===== src/sv/twcr_pkg.sv =====
// ----------------------------------------------------------------------------
// twcr_pkg
// shared types, command codes and lookup helpers for the two-wire responder
// ----------------------------------------------------------------------------
package twcr_pkg;

    localparam int RSP_BITS  = 16;
    localparam int BIT_CNT_W = $clog2(RSP_BITS);
    localparam int Q_DEPTH   = 2;
    localparam int Q_AW      = $clog2(Q_DEPTH);
    localparam int Q_CW      = $clog2(Q_DEPTH + 1);

    // command bytes
    localparam logic [7:0] CMD_PING  = 8'd34;
    localparam logic [7:0] CMD_SON   = 8'd140;
    localparam logic [7:0] CMD_SOF   = 8'd218;
    localparam logic [7:0] CMD_SM    = 8'd107;
    localparam logic [7:0] CMD_GM    = 8'd122;
    localparam logic [7:0] CMD_GSC   = 8'd94;
    localparam logic [7:0] CMD_SSC   = 8'd209;
    localparam logic [7:0] CMD_GOSTM = 8'd157;
    localparam logic [7:0] CMD_KEN   = 8'd255;
    localparam logic [7:0] CMD_KDIS  = 8'd227;

    // response first bytes
    localparam logic [7:0] RSP_ACK   = 8'd47;
    localparam logic [7:0] RSP_NACK  = 8'd52;

    localparam logic [7:0] MODE_CUSTOM = 8'd69;

    localparam int N_SWITCH = 10;
    localparam int N_MODES  = 7;

    localparam logic [7:0] SWITCH_TARGETS [N_SWITCH] = '{
        8'd230, 8'd143, 8'd205, 8'd139, 8'd155, 8'd212, 8'd172, 8'd189, 8'd57, 8'd199
    };
    localparam logic [7:0] MODE_CODES [N_MODES] = '{
        8'd60, 8'd71, 8'd82, 8'd93, 8'd104, 8'd115, 8'd126
    };

    typedef struct packed {
        logic        vld;
        logic [15:0] word;
    } t_rsp_push;

    typedef struct packed {
        logic full;
        logic empty;
    } t_q_stat;

    function automatic logic is_switch_target(input logic [7:0] par);
        logic hit;
        hit = 1'b0;
        for (int i = 0; i < N_SWITCH; i++) begin
            if (SWITCH_TARGETS[i] == par) hit = 1'b1;
        end
        return hit;
    endfunction

    function automatic logic is_mode_code(input logic [7:0] par);
        logic hit;
        hit = 1'b0;
        for (int i = 0; i < N_MODES; i++) begin
            if (MODE_CODES[i] == par) hit = 1'b1;
        end
        return hit;
    endfunction

endpackage


===== src/sv/twcr_front.sv =====
// ----------------------------------------------------------------------------
// twcr_front
// line sampler, command window and decoder; pushes response words
// ----------------------------------------------------------------------------
module twcr_front
    import twcr_pkg::*;
(
    input  logic       i_clk,
    input  logic       i_rst_n,
    input  logic       i_accept,
    input  logic       i_line_a,
    input  logic       i_line_b,
    input  logic [6:0] i_status_pins,
    output t_rsp_push  o_push
);

    logic        r_prev_pause, n_prev_pause;
    logic [15:0] r_window, n_window;
    logic [7:0]  r_mode, n_mode;
    logic [7:0]  r_sys_clk, n_sys_clk;

    logic [15:0] w_shift;
    logic [7:0]  w_cmd;
    logic [7:0]  w_par;

    assign w_shift = {r_window[14:0], i_line_b};
    assign w_cmd   = w_shift[15:8];
    assign w_par   = w_shift[7:0];

    always_comb begin
        n_prev_pause = r_prev_pause;
        n_window     = r_window;
        n_mode       = r_mode;
        n_sys_clk    = r_sys_clk;
        o_push       = '0;
        if (i_accept) begin
            if (!i_line_a) begin
                n_prev_pause = 1'b1;
            end else if (r_prev_pause) begin
                n_prev_pause = 1'b0;
                n_window     = w_shift;
                // second byte of ping/switch/set-mode is the cleared response word low byte
                unique case (w_cmd) inside
                    CMD_PING: begin
                        o_push = '{vld: 1'b1, word: {RSP_ACK, 8'd0}};
                    end
                    CMD_SON, CMD_SOF: begin
                        if (is_switch_target(w_par)) begin
                            n_mode = MODE_CUSTOM;
                            o_push = '{vld: 1'b1, word: {RSP_ACK, 8'd0}};
                        end else begin
                            o_push = '{vld: 1'b1, word: {RSP_NACK, 8'd0}};
                        end
                    end
                    CMD_SM: begin
                        if (is_mode_code(w_par)) begin
                            n_mode = w_par;
                            o_push = '{vld: 1'b1, word: {RSP_ACK, 8'd0}};
                        end else begin
                            o_push = '{vld: 1'b1, word: {RSP_NACK, 8'd0}};
                        end
                    end
                    CMD_GM: begin
                        o_push = '{vld: 1'b1, word: {RSP_ACK, r_mode}};
                    end
                    CMD_GSC: begin
                        o_push = '{vld: 1'b1, word: {RSP_ACK, r_sys_clk}};
                    end
                    CMD_SSC: begin
                        n_sys_clk = w_par;
                        o_push    = '{vld: 1'b1, word: {RSP_ACK, 8'd0}};
                    end
                    CMD_GOSTM: begin
                        o_push = '{vld: 1'b1, word: {RSP_ACK, i_status_pins, 1'b1}};
                    end
                    CMD_KEN: begin
                        o_push = '{vld: 1'b1, word: {RSP_ACK, CMD_KEN}};
                    end
                    CMD_KDIS: begin
                        o_push = '{vld: 1'b1, word: {RSP_ACK, CMD_KDIS}};
                    end
                    default: begin
                        o_push = '0;
                    end
                endcase
            end else begin
                // repeated data symbol without a pause
                n_prev_pause = 1'b0;
            end
        end
    end

    always_ff @(posedge i_clk) begin
        if (!i_rst_n) begin
            r_prev_pause <= 1'b0;
            r_window     <= '0;
            r_mode       <= '0;
            r_sys_clk    <= '0;
        end else begin
            r_prev_pause <= n_prev_pause;
            r_window     <= n_window;
            r_mode       <= n_mode;
            r_sys_clk    <= n_sys_clk;
        end
    end

    a_push_needs_accept: assert property (@(posedge i_clk) disable iff (!i_rst_n)
        o_push.vld |-> (i_accept && i_line_a && r_prev_pause))
        else $error("response pushed without a counted bit");

endmodule


===== src/sv/twcr_fifo.sv =====
// ----------------------------------------------------------------------------
// twcr_fifo
// short response word queue between decoder and serializer
// ----------------------------------------------------------------------------
module twcr_fifo
    import twcr_pkg::*;
(
    input  logic        i_clk,
    input  logic        i_rst_n,
    input  t_rsp_push   i_push,
    input  logic        i_pop,
    output logic [15:0] o_word,
    output t_q_stat     o_stat
);

    logic [15:0]     r_mem [Q_DEPTH];
    logic [Q_AW-1:0] r_wptr, n_wptr;
    logic [Q_AW-1:0] r_rptr, n_rptr;
    logic [Q_CW-1:0] r_cnt, n_cnt;

    assign o_word       = r_mem[r_rptr];
    assign o_stat.full  = (r_cnt == Q_CW'(Q_DEPTH));
    assign o_stat.empty = (r_cnt == '0);

    function automatic logic [Q_AW-1:0] ptr_inc(input logic [Q_AW-1:0] p);
        return (p == Q_AW'(Q_DEPTH - 1)) ? '0 : p + 1'b1;
    endfunction

    always_comb begin
        n_wptr = r_wptr;
        n_rptr = r_rptr;
        n_cnt  = r_cnt;
        if (i_push.vld) n_wptr = ptr_inc(r_wptr);
        if (i_pop)      n_rptr = ptr_inc(r_rptr);
        if (i_push.vld && !i_pop)      n_cnt = r_cnt + 1'b1;
        else if (!i_push.vld && i_pop) n_cnt = r_cnt - 1'b1;
    end

    always_ff @(posedge i_clk) begin
        if (!i_rst_n) begin
            r_wptr <= '0;
            r_rptr <= '0;
            r_cnt  <= '0;
        end else begin
            r_wptr <= n_wptr;
            r_rptr <= n_rptr;
            r_cnt  <= n_cnt;
        end
    end

    always_ff @(posedge i_clk) begin
        if (i_push.vld) r_mem[r_wptr] <= i_push.word;
    end

    a_no_overflow: assert property (@(posedge i_clk) disable iff (!i_rst_n)
        i_push.vld |-> !o_stat.full)
        else $error("push into full queue");

    a_no_underflow: assert property (@(posedge i_clk) disable iff (!i_rst_n)
        i_pop |-> !o_stat.empty)
        else $error("pop from empty queue");

endmodule


===== src/sv/twcr_back.sv =====
// ----------------------------------------------------------------------------
// twcr_back
// response serializer: sends each queued word msb first, 16 transactions
// ----------------------------------------------------------------------------
module twcr_back
    import twcr_pkg::*;
(
    input  logic        i_clk,
    input  logic        i_rst_n,
    input  logic [15:0] i_word,
    input  t_q_stat     i_stat,
    output logic        o_pop,
    output logic        o_valid,
    input  logic        i_stall,
    output logic        o_tx_bit,
    output logic        o_last_bit
);

    localparam logic [BIT_CNT_W-1:0] BIT_LAST = BIT_CNT_W'(RSP_BITS - 1);

    logic                 r_busy, n_busy;
    logic [BIT_CNT_W-1:0] r_cnt, n_cnt;
    logic [15:0]          r_word, n_word;
    logic                 w_take;

    assign o_valid    = r_busy;
    assign o_tx_bit   = r_word[15];
    assign o_last_bit = (r_cnt == BIT_LAST);
    assign w_take     = r_busy && !i_stall;
    assign o_pop      = (!r_busy || (w_take && o_last_bit)) && !i_stat.empty;

    always_comb begin
        n_busy = r_busy;
        n_cnt  = r_cnt;
        n_word = r_word;
        if (w_take) begin
            n_word = {r_word[14:0], 1'b0};
            n_cnt  = r_cnt + 1'b1;
            if (o_last_bit) n_busy = 1'b0;
        end
        if (o_pop) begin
            n_word = i_word;
            n_cnt  = '0;
            n_busy = 1'b1;
        end
    end

    always_ff @(posedge i_clk) begin
        if (!i_rst_n) begin
            r_busy <= 1'b0;
            r_cnt  <= '0;
        end else begin
            r_busy <= n_busy;
            r_cnt  <= n_cnt;
        end
    end

    always_ff @(posedge i_clk) begin
        r_word <= n_word;
    end

    a_idle_after_last: assert property (@(posedge i_clk) disable iff (!i_rst_n)
        (w_take && o_last_bit && i_stat.empty) |=> !o_valid)
        else $error("serializer kept running with nothing queued");

endmodule


===== src/sv/two_wire_command_responder_top.sv =====
// ----------------------------------------------------------------------------
// two_wire_command_responder_top
// two-wire line command decoder with serial ack/nack responses
// ----------------------------------------------------------------------------
// input channel: one line sample per transaction (i_line_a, i_line_b,
// i_status_pins), taken when i_valid is high and o_stall is low. a low
// line_a is a pause; a high line_a right after a pause shifts line_b into
// the 16-bit command window, which is then decoded.
// output channel: a recognized command yields 16 transactions (o_tx_bit,
// msb first, o_last_bit on the sixteenth), moved when o_valid is high and
// i_stall is low.
// the decoder takes one sample per cycle while o_stall is low; a response
// word goes into a two-entry queue and the serializer drains it at one bit
// per cycle while i_stall is low, loading each word into its shift register;
// sustained throughput is set by the serializer: 16 bits per response.
// o_stall rises only while the queue holds two words.
// reset clears the window, mode, clock byte, queue and serializer.
// a stalled output holds its bit until taken; the input side keeps going
// until the queue fills.
// ----------------------------------------------------------------------------
module two_wire_command_responder_top
    import twcr_pkg::*;
(
    input  logic       i_clk,
    input  logic       i_rst_n,
    input  logic       i_valid,
    output logic       o_stall,
    input  logic       i_line_a,
    input  logic       i_line_b,
    input  logic [6:0] i_status_pins,
    output logic       o_valid,
    input  logic       i_stall,
    output logic       o_tx_bit,
    output logic       o_last_bit
);

    t_rsp_push   w_push;
    t_q_stat     w_stat;
    logic [15:0] w_word;
    logic        w_pop;
    logic        w_accept;

    assign o_stall  = w_stat.full;
    assign w_accept = i_valid && !o_stall;

    twcr_front u_front (
        .i_clk         (i_clk),
        .i_rst_n       (i_rst_n),
        .i_accept      (w_accept),
        .i_line_a      (i_line_a),
        .i_line_b      (i_line_b),
        .i_status_pins (i_status_pins),
        .o_push        (w_push)
    );

    twcr_fifo u_fifo (
        .i_clk   (i_clk),
        .i_rst_n (i_rst_n),
        .i_push  (w_push),
        .i_pop   (w_pop),
        .o_word  (w_word),
        .o_stat  (w_stat)
    );

    twcr_back u_back (
        .i_clk      (i_clk),
        .i_rst_n    (i_rst_n),
        .i_word     (w_word),
        .i_stat     (w_stat),
        .o_pop      (w_pop),
        .o_valid    (o_valid),
        .i_stall    (i_stall),
        .o_tx_bit   (o_tx_bit),
        .o_last_bit (o_last_bit)
    );

endmodule


===== config.mk =====
export PLATFORM = sky130hd
export DESIGN_NAME = two_wire_command_responder_top
export DESIGN_NICKNAME = d
export VERILOG_FILES = /design/src/sv/twcr_pkg.sv /design/src/sv/twcr_front.sv /design/src/sv/twcr_fifo.sv /design/src/sv/twcr_back.sv /design/src/sv/two_wire_command_responder_top.sv
export SDC_FILE = /design/constraint.sdc
export NUM_CORES = 1
export LEC_CHECK = 0
export CAP_MARGIN = 40
export CORE_MARGIN = 2
export CORE_UTILIZATION = 30
export CTS_CLUSTER_DIAMETER = 200
export DETAILED_ROUTE_END_ITERATION = 7
export DONT_BUFFER_PORTS = 1
export GPL_TIMING_DRIVEN = 1
export PLACE_DENSITY = 0.44
export SYNTH_ARGS = -nofsm -noshare
export SYNTH_HDL_FRONTEND = slang
export SYNTH_SLANG_ARGS = --single-unit

===== constraint.sdc =====
create_clock -name i_clk -period 4.4 [get_ports i_clk]
set_input_delay 0.22 -clock i_clk [delete_from_list [all_inputs] [get_ports i_clk]]
set_output_delay 0.22 -clock i_clk [all_outputs]
set_load 0.02 [all_outputs]

# After elaboration in Yosys (flattened, before gate mapping)
# Memory sizes are Yosys's and may differ from the RTL's. A register that Yosys moved wholly into a read port is not among the register bits.
# Index checks and enable logic that the tools add are counted.
# classes
addsub	5
n_eq_ne	31
mux	48
bitwise	1
n_reduce_logical	25
# op_table
operator	n
one-hot mux 17 bit (8 select lines)	1
== test 8 bit (first input constant)	9
2-to-1 mux 17 bit	3
== test 7 x 8 -> 1 bit (first input constant)	6
== test 8 bit (second input constant)	6
2-to-1 mux 1 bit	35
2-to-1 mux 16 bit	2
2-to-1 mux 13 bit	2
== test 8 x 7 -> 1 bit (second input constant)	3
== test 6 x 8 -> 1 bit (first input constant)	2
2-to-1 mux 8 bit	2
one-hot mux 8 bit (2 select lines)	1
== test 8 x 6 -> 1 bit (second input constant)	1
nonzero test 2 bit	4
logical AND 1 bit	6
zero test 1 bit	6
AND reduction 6 bit	1
OR reduction 2 bit	3
adder 4 x 1 -> 4 bit (second input constant)	1
== test 4 bit (second input constant)	1
2-to-1 mux 2 bit	2
AND reduction 4 bit	1
AND reduction 3 bit	1
adder 1 bit (second input constant)	2
9 further kinds	9
# word_totals
regBits	57
mem_bits_rw	32
input_bits	13
output_inout_bits	4
elab_cells	121
mem_count	1
# mem_list
name	words	width	rd	rd_ports_with_merged_regs	write_ports	line_no	text
u_fifo.r_mem	2	16	1	1	1	twcr_fifo.sv:16	logic [15:0] r_mem [Q_DEPTH];

# Logic depth before layout (Yosys ltp)
# Gate-level depths: netlist of the first run.
# depth
word_depth	24
ltp_mapped	11
mapped_depth_nobuf	9

# Cells and area by module
# A second synthesis of the first run with hierarchy kept.
# unflattened
hier_cells	381
area_unflattened_um2	4299.1
# by_module_without_submodules
mod	instances	cells_each	area_each_um2	seq_area_each_um2
twcr_front	1	248	1986.9	640.6
twcr_fifo	1	72	1372.6	1061.0
twcr_back	1	60	925.9	580.6
two_wire_command_responder_top	1	1	13.8	0.0

# Worst setup path after synthesis of the first run
# Ideal clock, no wire load.
# synth_timing
path_type	flip-flop to flip-flop
from	register u_front.r_window[11]
to	register u_fifo.r_cnt[1]
setup_time_ns	0.076
t_arrival_ns	2.634
required_ns	4.324
slack_ns	1.690
stages_incl_launch_ff	11
path_buffers	2
synth_period_minus_slack_ns	2.710
cell_sequence	dfxtp_1 -> clkbuf_1 -> nor3_1 -> o2111a_1 -> a2111oi_0 -> a21o_1 -> buf_2 -> inv_1 -> ha_1 -> or3_1 -> a21boi_0
# synth_via
elab_chain_cells	9
elab_cells_between_ends	21
cone_classes	10 x eq/ne; 5 x mux; 6 x reduce/logical
# synth_lines
element	line_no	text
start, declared	twcr_front.sv:18	logic [15:0] r_window, n_window;
start signal, assigned	twcr_front.sv:101	r_window <= n_window;
== test 8 bit (no line) / == test 8 x 6 -> 1 bit (equally long branches)	n/a	
OR reduction 2 bit (on tied branches)	n/a	
one-hot mux 17 bit (8 select lines) *	twcr_front.sv:43	unique case (w_cmd) inside
2-to-1 mux 17 bit *	twcr_front.sv:39	end else if (r_prev_pause) begin
2-to-1 mux 17 bit *	twcr_front.sv:37	if (!i_line_a) begin
2-to-1 mux 17 bit *	twcr_front.sv:36	if (i_accept) begin
zero test 1 bit	twcr_fifo.sv:36	else if (!i_push.vld && i_pop) n_cnt = r_cnt - 1'b1;
logical AND 1 bit	twcr_fifo.sv:36	
nonzero test 2 bit (no line)	n/a	
end signal, assigned	twcr_fifo.sv:47	r_cnt <= n_cnt;
end, declared	twcr_fifo.sv:19	logic [Q_CW-1:0] r_cnt, n_cnt;
# Mark *: on every way between the ends. The rest lies on a longest branch, timed or not.
# A chain may end at the register's enable or synchronous reset.

# Final worst setup path of the first run
# Ends and elaborated chain as after synthesis.

==> reports/metrics.cfg, run 1 <==
[cts]
cts_buffer_depth=2
tritoncts=yes
clock_latency_ns=0.33
clk_pin_slew_worst_paths_ns=0.06
clockRootBuffer=clkbuf_16
cts_buffers=9
cts_sinks=80
h-tree-depth=3
cts_setup_buffers=0

[layout]
nNetsFinal=365
stdcell_count=527
post-route-util_pct=33.8
layout_commonest_cell=dfxtp_1
area_delta_synth_final_pct=11.3
layout-drive-gt1-share_pct=7.04
final_cell_mix=dfxtp_1 (42), mux2i_1 (38), edfxtp_1 (38), nand2_1 (33), nor2b_1 (26)
diodes=0

[grt]
grt_overflow=0
antenna_found_initial=0
grt_start_max_net_pins=47
grt_util_met1_pct=17.0
grt_pass1_wl_mm=12.8
use_met2_pct=19.1
first_global_vias=2383
busiest_layer=met2
grt_usage_pct=12.3
use_met3_pct=3.17

[synth]
synthCells=360
syn_area_um2=3800
yosysSeqAreaShare_pct=52.1
synth-edff-count=38
syn_area_per_cell_um2=10.6
synthesis.nets=375
ys_ff_latch=80
synth_top_area_cell=edfxtp_1
ys_warn_count=0
synth_flop_cell=dfxtp_1
synth_area_leaders=edfxtp_1 (30%), dfxtp_1 (22%), mux2i_1 (10%)
yosys.area.top_type_share_pct=30.0
async_flop_share_pct=0
yosysUniqueCellTypes=52

[power_and_ir_drop]
power.leakage_nw=1.40
p_per_area_nw_per_um2=357
max-vdd-ir-drop_uv=181
p_sw_share_pct=19.4
switchingPower_uw=294
pwr-share-comb_pct=0.8
p_seq_share_pct=51.1
pwr-share-clk_pct=48.1
internal-power_mw=1.22

[sta]
slew_headroom_pct=44.0
min_period_ns=3.08
finalMaxSlewViolations=0
finalClockSkew_ns=0.00519
hold_violations=0
rsz0062_at_grt=false
worst_pin_slew_ns=0.838
fmax_mhz=325
setup_tns_ns=0
setup_viol=0
min_period_over_period_pct=69.9

[place]
place.gp.congestion=0.773
dp_hpwl_mm=5.28
placedCellCount=510
port_buffers=0

[detailed_routing]
wl_mm=7.71
dr.pass1.iters=4
postRouteAntennaNets=0
vias=2511
wl_per_cell_um=14.6
route.detailed.drc=0
viasPerCell=4.76
first_iter_violations=171

[die]
die_y_um=117
die_area_um2=13600
rows=41
die_x_um=117
core_region_area_um2=12500
ioPinCount=17
initial_utilization_pct=30.4

[worst_setup_path]
start_kind=register
cp.required_ns=4.66
end_kind=register
path_max_fanout=14
worstPathArrival_ns=3.33
criticalPathCategory=reg -> reg

[min_path]
hp-class=in -> reg

[flow_run]
cap_violations=0

[status]
status=completed

[worst paths after layout]
| check | start | end | slack [ns] | cells after the start |
|---|---|---|---|---|
| worst max-delay path | u_front.r_window[11]$_SDFFE_PN0P_ | u_fifo.r_cnt[1]$_SDFFE_PN0P_ | 1.32 | 8 |
| worst min-delay path | i_rst_n | u_fifo.r_cnt[0]$_SDFFE_PN0P_ | 0.02 | 1 |
| worst max register to register | u_front.r_window[11]$_SDFFE_PN0P_ | u_fifo.r_cnt[1]$_SDFFE_PN0P_ | 1.32 | 8 |
| worst min register to register | u_front.r_mode[1]$_SDFFE_PN0P_ | u_front.r_mode[1]$_SDFFE_PN0P_ | 0.47 | 2 |
[metal layers]
layer / up-vias / part of all wire (%) / routed length [um]
met3: 8 / 3.2 / 250
met2: 26 / 46 / 3580
met4: 0 / 0.97 / 75
met1: 1191 / 49 / 3800
met5: - / 0 / 0
li1: 1286 / - / -
[through the flow]
step / instance area [um^2] / power (mW) / setup slack [ns] / hold slack (ns)
2_1_floorplan: 3800 / 0.805 / 1.69 / 0.406
3_3_place_gp: 3920 / 0.802 / 1.37 / 0.349
3_5_place_dp: 3930 / 0.802 / 1.35 / 0.348
4_1_cts: 4240 / 1.54 / 1.32 / 0.00338
5_1_grt: 4240 / 1.57 / 0.978 / 0.0103
6_report: 4240 / 1.51 / 1.32 / 0.0171
[flip-flops by register name, indices dropped and copies added (netlist names), named ones only]
register	flops
u_front.r_prev_pause	1
u_fifo.r_cnt	2
u_front.r_window	15
u_back.r_word	16
u_back.r_cnt	4
u_fifo.r_mem	22
u_back.o_valid	1
u_fifo.r_rptr	1
u_front.r_mode	8
u_front.r_sys_clk	8
u_fifo.r_wptr	1
[repair_timing]
| item | CTS | global route |
|---|---|---|
| endpoints found under the hold margin | 1 | 0 |
| setup endpoints to repair | 0 | 0 |
| gates resized for setup | 0 | 0 |
| hold buffers | 1 | 0 |
[cells in the mapped netlist, drive strengths merged, types with 8 or more instances]
| cell type | count |
|---|---|
| nor2b | 26 |
| nor2 | 20 |
| a21oi | 15 |
| clkbuf | 17 |
| and2 | 9 |
| o21ai | 15 |
| a22oi | 8 |
| dfxtp | 42 |
| buf | 8 |
| mux2i | 38 |
| nand2 | 33 |
| edfxtp | 38 |
[final cells by class]
type | instances | area (um^2)
fill | 1326 | 8280
multi-input combinational | 248 | 1680
clock inverter | 5 | 58.8
clock buffer | 11 | 233
inverter | 7 | 26.3
tap | 172 | 215
sequential | 80 | 1980
timing repair buffer | 4 | 36.3
[worst max-delay path, cell delays in order, from the launching register on]
cell       delay [ns]
dfxtp_1          0.44
and3_1           0.26
o2111a_1         0.31
a2111oi_0        0.54
a21o_1           0.41
inv_1            0.15
ha_1             0.35
or3_1            0.37
a21boi_0         0.16
[power groups by stage]
stage / registers (mW) / clock network [mW] / logic [mW]
2_1_floorplan: 0.790 / 0 / 0.0158
3_3_place_gp: 0.790 / 0 / 0.0112
3_5_place_dp: 0.790 / 0 / 0.0112
4_1_cts: 0.774 / 0.751 / 0.0122
5_1_grt: 0.774 / 0.787 / 0.0133
6_report: 0.774 / 0.728 / 0.0119
[kinds of logic after synthesis]
group / Yosys count / share of synthesized area, %
fa+ha+maj: 2 / 0.658
compound gates: 63 / 10.9
mux: 38 / 10.0
flops: 80 / 52.1
buf+inv: 32 / 3.65
xor+xnor: 7 / 1.61
simple gates: 138 / 21.1
(Power assumes the default switching activity.)
==> run 2: changes to the inputs <==
PLACE_DENSITY = 0.45   (was 0.44)
clock period = 2.79 ns   (was 4.4 ns; I/O delays follow)
==> reports/metrics.cfg, run 2 (synthesis results as in run 1) <==
[layout]
biggestRegsByFlops=u_fifo.r_mem: 22 flops, u_back.r_word: 16 flops, u_front.r_window: 15 flops
nNetsFinal=387
layout_commonest_cell=dfxtp_1
area_delta_synth_final_pct=15.6
largest_reg_flops=22
layout-drive-gt1-share_pct=13.0
final_cell_mix=dfxtp_1 (41), mux2i_1 (38), edfxtp_1 (38), nand2_1 (33), nor2b_1 (26)
diodes=0
regMostFlops=u_fifo.r_mem

[grt]
first_global_vias=2478
grt_usage_pct=12.7
antenna_found_initial=0
grt_overflow=0
grt_pass1_wl_mm=13.0
grt_start_max_net_pins=46

[die]
initial_utilization_pct=30.4
rows=41
die_y_um=117
die_x_um=117
core_region_area_um2=12500
ioPinCount=17
die_area_um2=13600

[cts]
tritoncts=yes
cts_buffers=9
clk_pin_slew_worst_paths_ns=0.06
clock_latency_ns=0.34
clockRootBuffer=clkbuf_16
cts_buffer_depth=2
h-tree-depth=3
cts_sinks=80

[sta]
setup_viol=0
worst_pin_slew_ns=0.659
hold_ws_ns=0.0120
rsz0062_at_grt=false
setup_tns_ns=0
finalClockSkew_ns=0.00438
finalMaxSlewViolations=0
fmax_mhz=385
hold_violations=0
slew_headroom_pct=56.0
min_period_ns=2.59
min_period_over_period_pct=93.0

[power_and_ir_drop]
pwr-share-comb_pct=1.5
power.leakage_nw=1.51
max-vdd-ir-drop_uv=254
power_mw=2.31
switchingPower_uw=480
internal-power_mw=1.83
p_per_area_nw_per_um2=526
p_sw_share_pct=20.8
p_seq_share_pct=52.8
pwr-share-clk_pct=45.8

[detailed_routing]
first_iter_violations=179
wl_mm=7.90
route.detailed.drc=0
wl_met2_mm=3.79
viasPerCell=4.72
wl_per_cell_um=14.4
highest_layer=met4
wl_met3_um=234
postRouteAntennaNets=0
dr.pass1.iters=4
vias=2589
wl_met1_mm=3.80

[worst_setup_path]
worstPathArrival_ns=2.86
cp_num_buf_inv=2
reg2regPathDepth=9
cp.depth=9
start_kind=register
criticalPathCategory=reg -> reg
cpPeakStageDelay_ns=0.51
path_max_fanout=4
crit_family=simple AND/OR/NAND/NOR gates
end_kind=register
crit_slowest_cell=or3b_2
cp.required_ns=3.05
cp_cell_sequence=or3b_2 -> a2111oi_2 -> a2111oi_1 -> buf_4 -> a21o_1 -> inv_1 -> ha_1 -> or3_1 -> a21boi_0

[flow_run]
cap_violations=0

[place]
port_buffers=0
dp_hpwl_mm=5.36
place.gp.congestion=0.761

[min_path]
hp-class=in -> reg
whs_path_depth=2

[status]
status=completed

## run 2: cell types whose count changed in the layout (fill, tap and decap cells not counted), sizes merged
| cell | change |
|---|---|
| buf | +22 |
| clkinv | +2 |
| bufinv | -1 |
| clkbuf | -1 |
| clkdlybuf4s15 | -1 |
| clkinvlp | -1 |
| dlygate4sd3 | +1 |
## run 2: power by group through the flow
| stage | Clock [mW] | Sequential, mW | Combinational, mW |
|---|---|---|---|
| final | 1.06 | 1.22 | 0.0344 |
| after global routing | 1.15 | 1.22 | 0.0378 |
| after CTS | 1.10 | 1.22 | 0.0354 |
| after detailed placement | 0 | 1.25 | 0.0200 |
| after global placement | 0 | 1.25 | 0.0200 |
| after floorplan | 0 | 1.25 | 0.0249 |
## run 2: through the flow
step / instance area (um^2) / util [%] / instances / worst slack, ns
after floorplan: 3800 / - / 360 / 0.0803
after global placement: 4080 / 32.6 / 530 / 0.222
after detailed placement: 4080 / 32.6 / 530 / 0.127
after CTS: 4380 / 35.0 / 548 / 0.133
after global routing: 4400 / 35.1 / 548 / 0.0143
final: 4400 / 35.1 / 548 / 0.195
## run 2: final timing paths
check	startpoint	endpoint	slack, ns
worst min register to register	u_front.r_mode[3]$_SDFFE_PN0P_	u_front.r_mode[3]$_SDFFE_PN0P_	0.46
worst max register to register	u_front.r_window[8]$_SDFFE_PN0P_	u_fifo.r_cnt[1]$_SDFFE_PN0P_	0.20
worst max-delay path	u_front.r_window[8]$_SDFFE_PN0P_	u_fifo.r_cnt[1]$_SDFFE_PN0P_	0.20
worst min-delay path	i_rst_n	u_back.r_cnt[3]$_SDFFE_PP0P_	0.01
## run 2: area by class of cell
| type | instances | area [um^2] |
|---|---|---|
| Clock buffer | 10 | 229 |
| Fill cell | 1291 | 8120 |
| Clock inverter | 5 | 35.0 |
| Inverter | 7 | 26.3 |
| Sequential cell | 80 | 1980 |
| Multi-Input combinational cell | 248 | 1700 |
| Timing Repair Buffer | 26 | 213 |
| Tap cell | 172 | 215 |
## run 2: what timing repair did
action	4_1_cts	5_1_grt
setup endpoints to repair	0	9
gates resized for setup	0	5
hold buffers	3	0
setup buffers	0	0
endpoints found under the hold margin	38	0
## run 2: metal layers
metal	vias to the layer above	track usage (%)
li1	1323	-
met1	1223	16.5
met3	9	4.15
met4	0	4.63
met2	34	19.8
met5	-	0
